`src/sv/lobm_ram.sv`:
```
// Generic simple dual-port RAM: one write port, one registered read port.
// No dependencies.
module lobm_ram #(
   parameter int WIDTH = 8,
   parameter int DEPTH = 16
) (
   input  logic                     clock,
   input  logic                     wr_en,
   input  logic [$clog2(DEPTH)-1:0] wr_addr,
   input  logic [WIDTH-1:0]         wr_data,
   input  logic                     rd_en,
   input  logic [$clog2(DEPTH)-1:0] rd_addr,
   output logic [WIDTH-1:0]         rd_data
);
   logic [WIDTH-1:0] mem [DEPTH];
   logic [WIDTH-1:0] rd_data_ff;

   always_ff @(posedge clock) begin
      if (wr_en) begin
         mem[wr_addr] <= wr_data;
      end
      if (rd_en) begin
         rd_data_ff <= mem[rd_addr];
      end
   end

   assign rd_data = rd_data_ff;
endmodule

```
`config.mk`:
```
export PLATFORM = sky130hd
export DESIGN_NAME = lobm_ram
export DESIGN_NICKNAME = d
export VERILOG_FILES = /design/src/sv/lobm_ram.sv
export SDC_FILE = /design/constraint.sdc
export NUM_CORES = 1
export LEC_CHECK = 0
export ABC_AREA = 1
export BUFFER_PORTS_ARGS = -buffer_cell sky130_fd_sc_hd__buf_4
export CAP_MARGIN = 15
export CORE_ASPECT_RATIO = 0.8
export CORE_MARGIN = 1
export CORE_UTILIZATION = 62
export CTS_CLUSTER_DIAMETER = 60
export DETAILED_ROUTE_END_ITERATION = 8
export PLACE_DENSITY = 0.8
export SYNTH_ARGS = -nofsm -noshare
export SYNTH_HDL_FRONTEND = slang
export SYNTH_SLANG_ARGS = --single-unit
```
`constraint.sdc`:
```
create_clock -name clock -period 1.67 [get_ports clock]
set_input_delay 0.0835 -clock clock [delete_from_list [all_inputs] [get_ports clock]]
set_output_delay 0.0835 -clock clock [all_outputs]
set_load 0.01 [all_outputs]
```
==> summary.txt <==
Final layout
  – Area of the multi-input gates: about 0.0012 sq mm
  – Layout cells sized above 1: 0.129
  – Final Util: 0.746
  – Design Area, Final: 0.00680 sq mm
  – Antenna cells: 0
  – Register area: 0.00408 sq mm
  – Final layout net count: roughly 610
  – Area growth syn-to-layout: 16.3%
  – Layout fillers: 595

Clocking
  – Clock sinks: 136
  – Resize count post-CTS: 0
  – CTS H-tree depth: 4
  – Clock Tree Buf Depth: 2
  – CTS buffer count: 17
  – CTS tree: done
  – Worst skew pair latency: 0.42 ns
  – Clk root buf: clkbuf_16
  – Reg clk slew, reported paths: ~0.060 ns

Die
  – Die Wd: 111 um
  – I/O Pins: 27
  – Die area: 0.00983 sq mm
  – Die Span Y: 88.9 um
  – Area of the core: 0.00911 sq mm
  – Site Rows: 31
  – Initial Util: 0.641

STA
  – Final period util: 0.734
  – Final slew viol count: 0
  – Minimum clock period: 1.23 ns
  – Final hold viol count: 0
  – Post-route setup TNS: 0 ns
  – Final setup fails: 0
  – Max Clock Freq: 816 MHz
  – Measured slew at the worst slew-check pin: 0.658 ns
  – Max_slew headroom: 0.560
  – Setup slack after layout: 0.445 ns
  – Clock Skew: 0.00706 ns
  – RSZ-0062 raised after global routing: no

Drt
  – ANT nets after route: 0
  – Mean number of vias per cell: 5.65
  – Starting DRT DRC Count: 510
  – Routed len/inst: 19.0 um
  – Vias: slightly above 4000
  – Pre-antenna DRT Iters: 6
  – Overall routed net length: approximately 14 mm
  – DRC viols: 0

Power and ir drop
  – P per Cell Area: between 1000 and 1500 mW/mm^2
  – Power, Total: roughly 8200 uW
  – P_leak: 0.00297 uW
  – Maximum vdd drop: 763 uV

Synthesis
  – YS warnings: 0
  – Sequential share of the synthesized area: 0.698
  – Syn Inst Count: 551
  – Flops & latches, synth: 136
  – Syn nets: 570
  – Yosys cell types: 11
  – Mean post-synth cell area: 10.6 sq um
  – Mapped Area: 0.00585 sq mm

Setup path
  – CP Max Fanout: 1
  – CP Capture Type: flip-flop
  – Critical Path Source Type: flip-flop
  – Critical Path RT: ~1.8 ns
  – Worst Setup Path Type: flip-flop to flip-flop
  – Critical path arrival: 1.40 ns

Min path
  – Hold/Removal Path Class: input port to flip-flop

GRT
  – First-pass GRT wire length: 21.3 mm
  – Vias in the first global route: 4022
  – Largest net degree at the start of global routing: 41
  – Congestion Overflow GR: 0
  – Initial antenna violation count: 0
  – Tot GR Track Use: 0.301

Flow run
  – # Max-Cap Violations: 0

Place
  – IO buf count: 26
  – Global placer's final weighted congestion: 0.875
  – Area after DPL: 0.00618 sq mm
  – Place WS: around 0.24 ns
  – HPWL after detailed placement: 8.40 mm

Outcome
  – Status: completed
## worst max-delay path, cell delays in order, from the launching register on
cell and delay, ns:
edfxtp_1 0.41, nand2_1 0.11, nand2_1 0.07, nand2_1 0.09
nand3_1 0.10, nand3_1 0.13, nand2_1 0.07
## synth_stat cells
cell type / count / area (sq um)
buf_1: 1 / 3.75
buf_2: 13 / 65.1
buf_4: 4 / 30.0
buf_6: 6 / 67.6
edfxtp_1: 136 / 4080
inv_1: 100 / 375
inv_2: 2 / 7.51
nand2_1: 173 / 649
nand3_1: 97 / 485
nand3b_1: 2 / 15.0
nor2_1: 17 / 63.8
## metal layers
layer  global-route usage  vias up  share of wire
li1                     -     1863              -
met1                0.408     1916           0.41
met2                0.469      265           0.46
met3               0.0849       24           0.11
met4                0.124        0          0.015
met5                    0        -              0
## what timing repair did
action                                  in CTS  in global routing
endpoints found under the hold margin        8                  0
endpoints found under the setup margin       0                  0
buffers inserted                             0                  0
hold buffers                                 1                  0
## cell type report
type	instances	area share
flip-flops and latches	136	0.600
multi-input cells	289	0.178
clock buffers	18	0.0631
inverters	102	0.0563
repair buffers	47	0.0541
clock inverters	13	0.0265
well taps	115	0.0212
## flip-flops by register name, indices dropped and copies added, names as in the netlist
name	count
mem	128
rd_data	8
## kinds of logic (layout without fill, tap and decap cells)
family,Yosys count,in the layout,synth area share
AND/OR/NAND/NOR,289,289,0.208
buffers and inverters,126,180,0.0939
flip-flops,136,136,0.698
## final timing paths
check / startpoint / to / slack [ns] / cells after the start
setup / recovery: mem[2][6]$_DFFE_PP_ / rd_data[6]$_DFFE_PP_ / 0.44 / 6
hold / removal: wr_data[0] / mem[12][0]$_DFFE_PP_ / 0.01 / 1
setup reg to reg: mem[2][6]$_DFFE_PP_ / rd_data[6]$_DFFE_PP_ / 0.44 / 6
hold reg to reg: mem[13][2]$_DFFE_PP_ / rd_data[2]$_DFFE_PP_ / 0.77 / 6
## per-stage QoR
stage | std cells | hold slack (ns)
global placement | 688 | 0.375
finish | 720 | 0.0109
global route | 720 | 0.00309
floorplan | 551 | 0.182
CTS | 720 | 0.000199
detailed placement | 688 | 0.391
## cell usage in the layout (no fill, tap or decap)
master and count:
nand2_1 173, edfxtp_1 136, inv_1 100, nand3_1 97, buf_4 45, nor2_1 17, clkbuf_16 17, clkinv_2 5
bufinv_16 4, clkinv_4 4, inv_2 2, nand3b_1 2, clkbuf_1 1, dlygate4sd3_1 1, buf_12 1
## power by group
part | internal, uW | leakage, uW | switching [uW]
sequential | 3850 | 0.00124 | 25.2
clock | 2480 | 0.000303 | 1390
combinational | 155 | 0.00143 | 338
total | 6480 | 0.00297 | 1750
Power figures use the tool's default switching activity.
